### src/design/ohs_pkg.sv
// Shared types, constants and the FNV step function for the open addressing hash set.
`default_nettype none
package ohs_pkg;

    localparam int CAPACITY       = 1024;
    localparam int SLOT_W         = $clog2(CAPACITY);
    localparam int CNT_W          = 11;
    localparam int KEY_W          = 64;
    localparam int FILL_W         = 10;
    localparam int MAX_PROBES_DEF = 64;
    localparam int ENTRY_W        = KEY_W + 2;

    localparam logic [FILL_W-1:0] FILL_RESET  = 10'd819;
    localparam logic [KEY_W-1:0]  FNV_BASIS   = 64'hCBF29CE484222325;
    // prime is 2^40 + 0x1B3
    localparam logic [8:0]        FNV_PRIME_LO = 9'h1B3;

    typedef enum logic [2:0] {
        OP_INSERT   = 3'd0,
        OP_CONTAINS = 3'd1,
        OP_REMOVE   = 3'd2,
        OP_CLEAR    = 3'd3,
        OP_ITERATE  = 3'd4
    } opcode_t;

    typedef enum logic [2:0] {
        ST_OK            = 3'd0,
        ST_PRESENT       = 3'd1,
        ST_NOT_FOUND     = 3'd2,
        ST_FULL          = 3'd3,
        ST_ALREADY_EMPTY = 3'd4
    } status_t;

    typedef enum logic [3:0] {
        S_WIPE,
        S_IDLE,
        S_DECODE,
        S_HASH_K,
        S_HASH_K_WAIT,
        S_HASH_V_WAIT,
        S_PROBE_CHK,
        S_FINISH,
        S_ITER_RD,
        S_ITER_CHK,
        S_DONE
    } state_t;

    typedef struct packed {
        logic start;
        logic chain;
    } hash_cmd_t;

    typedef struct packed {
        logic               en;
        logic               we;
        logic [SLOT_W-1:0]  addr;
        logic [ENTRY_W-1:0] wdata;
    } tbl_req_t;

    function automatic logic [KEY_W-1:0] fnv_step(input logic [KEY_W-1:0] h,
                                                  input logic [7:0] b);
        logic [KEY_W-1:0] x;
        x = h ^ {56'd0, b};
        return (x << 40) + x * {55'd0, FNV_PRIME_LO};
    endfunction

endpackage
`default_nettype wire

### src/design/ohs_fnv_unit.sv
// FNV-1a hash unit: one byte of the operand per cycle.
`default_nettype none
module ohs_fnv_unit (
    input  wire logic                    aclk,
    input  wire logic                    aresetn,
    input  wire ohs_pkg::hash_cmd_t      cmd,
    input  wire logic [ohs_pkg::KEY_W-1:0] operand,
    output logic [ohs_pkg::KEY_W-1:0]    hash,
    output logic                         done
);
    logic [ohs_pkg::KEY_W-1:0] h_reg, h_next;
    logic [ohs_pkg::KEY_W-1:0] n_reg, n_next;
    logic busy_reg, busy_next;
    logic done_reg, done_next;

    always_comb begin
        h_next    = h_reg;
        n_next    = n_reg;
        busy_next = busy_reg;
        done_next = done_reg;
        if (cmd.start) begin
            h_next    = cmd.chain ? h_reg : ohs_pkg::FNV_BASIS;
            n_next    = operand;
            busy_next = 1'b1;
            done_next = 1'b0;
        end else if (busy_reg) begin
            h_next = ohs_pkg::fnv_step(h_reg, n_reg[7:0]);
            n_next = n_reg >> 8;
            // stop after the highest nonzero byte, at least one byte
            if (n_reg[ohs_pkg::KEY_W-1:8] == '0) begin
                busy_next = 1'b0;
                done_next = 1'b1;
            end
        end
    end

    always_ff @(posedge aclk) begin
        if (!aresetn) begin
            busy_reg <= 1'b0;
            done_reg <= 1'b0;
        end else begin
            busy_reg <= busy_next;
            done_reg <= done_next;
        end
        h_reg <= h_next;
        n_reg <= n_next;
    end

    assign hash = h_reg;
    assign done = done_reg;
endmodule
`default_nettype wire

### config.mk
export PLATFORM = sky130hd
export DESIGN_NAME = ohs_fnv_unit
export DESIGN_NICKNAME = d
export VERILOG_FILES = /design/src/design/ohs_pkg.sv /design/src/design/ohs_fnv_unit.sv
export SDC_FILE = /design/constraint.sdc
export NUM_CORES = 1
export LEC_CHECK = 0
export BUFFER_PORTS_ARGS = -buffer_cell sky130_fd_sc_hd__buf_2
export CAP_MARGIN = 20
export CORE_ASPECT_RATIO = 0.75
export CORE_MARGIN = 3
export CORE_UTILIZATION = 40
export DETAILED_ROUTE_END_ITERATION = 8
export PLACE_DENSITY = 0.57
export SETUP_SLACK_MARGIN = 0.02
export SLEW_MARGIN = 10
export SYNTH_ARGS = -nofsm -noshare
export SYNTH_HDL_FRONTEND = slang
export SYNTH_SLANG_ARGS = --single-unit
export TNS_END_PERCENT = 50
### constraint.sdc
create_clock -name aclk -period 14 [get_ports aclk]
set_input_delay 2.1 -clock aclk [delete_from_list [all_inputs] [get_ports aclk]]
set_output_delay 2.1 -clock aclk [all_outputs]
set_load 0.05 [all_outputs]
==> results.cfg <==
[layout]
area_growth_pct = 10.21
final_cells = 2410
n_antenna_cell = 0
layout_commonest_cell = inv_1
nets = 2302
drive_gt1_frac = 0.1380
final_cell_mix = inv_1 (408), fa_1 (210), ha_1 (196)

[clock_network]
clk_pin_slew_ns = 0.07
cts_made_buffers = 17
ctsResizeCount = 0
cts_sinks = 130
insertion_delay_ns = 0.45
tritoncts = done
cts_hold_buf = 0
cts_buffer_depth = 2
h-tree-depth = 4
cts_root_buf = clkbuf_16
cts_setup_buffers = 0

[synth]
async_flop_share = 0
synth_nets = 2195
yosysSeqAreaShare = 0.2252
synth_edf_count = 128
ys.flop_type = edfxtp_1
yosys_warnings = 0
synth-seq-cells = 130
synth_area_sq_um = 17250
avgSynthCellArea_sq_um = 10.02
synth_cell_types = 74
synthCells = 1721

[timing]
min_period_ns = 6.279
finClkSkew_ns = 0.02019
worstMarginPinSlew_ns = 1.017
max_freq_mhz = 159.3
relSlewSlack = 0.3222
fin_crit_sh = 0.4485
worst_slack_ns = 7.721
setup_violations = 0
drv_slew = 0
fin_setup_tns_ns = 0
rsz0062_at_grt = false
hold_viol = 0

[floorplan]
dieArea_sq_um = 45670
core_sq_um = 42290
die-width_microns = 245.8
die_height_microns = 185.8
ioPinCount = 133
start_util = 0.4078
num_rows = 65

[grt]
grt_usage = 0.2124
grt_max_degree = 85
grt_pass1_vias = 12542
grt_antenna_before_repair = 1
overflow = 0
grt_pass1_wl_mm = 73.35

[worst_setup_path]
cp-end-kind = flip-flop
worstPathArrival_ns = 6.46
cp_max_fo = 5
start_kind = flip-flop
criticalPathCategory = reg -> reg
critPathRequiredTime_ns = 14.18

[placed_design]
portBuffers = 132
place_inst = 2378
hpwl_mm = 40.25
post-place-ws_ns = 7.935
gp_congestion = 0.9150

[drt]
drt_iter0_drc = 911
drc = 0
drt-total-wl_mm = 47.39
dr.pass1.iters = 7
post_drt_wl_per_cell_microns = 19.66
viasPerCell = 5.112
antenna_left = 0
vias = 12320

[hold_path]
min_path_type = reg -> reg

[flow_run]
maxCapViolations = 0

[run_status]
status = complete, no violations
==> critical path: stages, from the launching register on <==
cell	delay (ns)
edfxtp_1	0.42
xnor2_1	0.74
inv_1	0.20
ha_1	0.40
xor2_1	0.17
ha_1	0.20
or2_2	0.31
fa_1	0.43
fa_1	0.48
ha_1	0.29
ha_1	0.36
a21oi_1	0.11
o21ai_0	0.23
a311oi_1	0.11
nor3_1	0.64
o21ai_2	0.25
a21oi_1	0.22
nor3_1	0.07
nor3_1	0.39
==> metal layers <==
metal / global-route usage / part of all wire / vias up
li1: - / - / 5835
met1: 0.3327 / 0.51 / 6088
met2: 0.2938 / 0.40 / 367
met3: 0.04579 / 0.067 / 30
met4: 0.05216 / 0.017 / 0
met5: 0 / 0 / -
==> through the flow <==
stage | cell area, sq um | util | hold WS (ns)
final | 19010 | 0.4494 | 0.5020
after global routing | 19010 | 0.4494 | 0.5592
after CTS | 19010 | 0.4494 | 0.4996
after detailed placement | 18410 | 0.4353 | 0.4907
after global placement | 18410 | 0.4353 | 0.4824
after floorplan | 17250 | - | 0.4651
==> worst paths after layout <==
| check | to | from | slack, ns | cells after the start |
|---|---|---|---|---|
| max | hash[50] | n_reg[2] | 7.72 | 18 |
| min | busy_reg | busy_reg | 0.50 | 2 |
| max reg2reg | hash[50] | n_reg[2] | 7.72 | 18 |
| min reg2reg | busy_reg | busy_reg | 0.50 | 2 |
==> logic make-up after synthesis <==
logic type / synth area share
xor+xnor: 0.05840
simple gates: 0.07850
mux: 0.04534
buf+inv: 0.1035
flops: 0.2252
compound gates: 0.1032
fa+ha+maj: 0.3860
==> cells in the mapped netlist (3+ instances only) <==
cell type / instances / area share
or2_2: 5 / 0.0018
edfxtp_1: 128 / 0.22
inv_1: 408 / 0.089
xor2_1: 55 / 0.028
nand2b_1: 3 / 0.0011
a31oi_1: 11 / 0.0040
o22ai_1: 3 / 0.0011
and2_1: 12 / 0.0044
o21ai_0: 42 / 0.012
ha_1: 196 / 0.14
nor2_1: 76 / 0.017
buf_1: 6 / 0.0013
o211ai_1: 7 / 0.0030
a21boi_0: 4 / 0.0017
and4_1: 3 / 0.0015
a211oi_1: 8 / 0.0035
o21ai_1: 3 / 0.00087
clkbuf_1: 25 / 0.0054
nand2_1: 74 / 0.016
mux2_2: 59 / 0.039
o21ai_2: 3 / 0.0015
o21bai_1: 12 / 0.0052
xnor2_1: 60 / 0.030
o21a_1: 10 / 0.0044
a21o_1: 57 / 0.025
and3_1: 10 / 0.0036
nor2b_1: 20 / 0.0073
buf_2: 7 / 0.0020
clkbuf_2: 5 / 0.0015
nand3_1: 11 / 0.0032
mux2i_1: 8 / 0.0046
a22o_1: 3 / 0.0015
fa_1: 210 / 0.24
nor3_1: 13 / 0.0038
nor4_1: 16 / 0.0058
a21oi_1: 78 / 0.023
nand4_1: 20 / 0.0073
==> area by class of cell <==
type / instances / area [sq um]
sequential: 130 / 3884
fill: 4113 / 23280
tap: 569 / 711.9
clock buffer: 18 / 429.2
inverter: 408 / 1531
timing repair buffer: 136 / 693.2
clock inverter: 14 / 167.7
multi-input combinational: 1135 / 11590
Power is not shown: default switching activity piles up to over one toggle a cycle in this logic, so the estimate is an artifact.
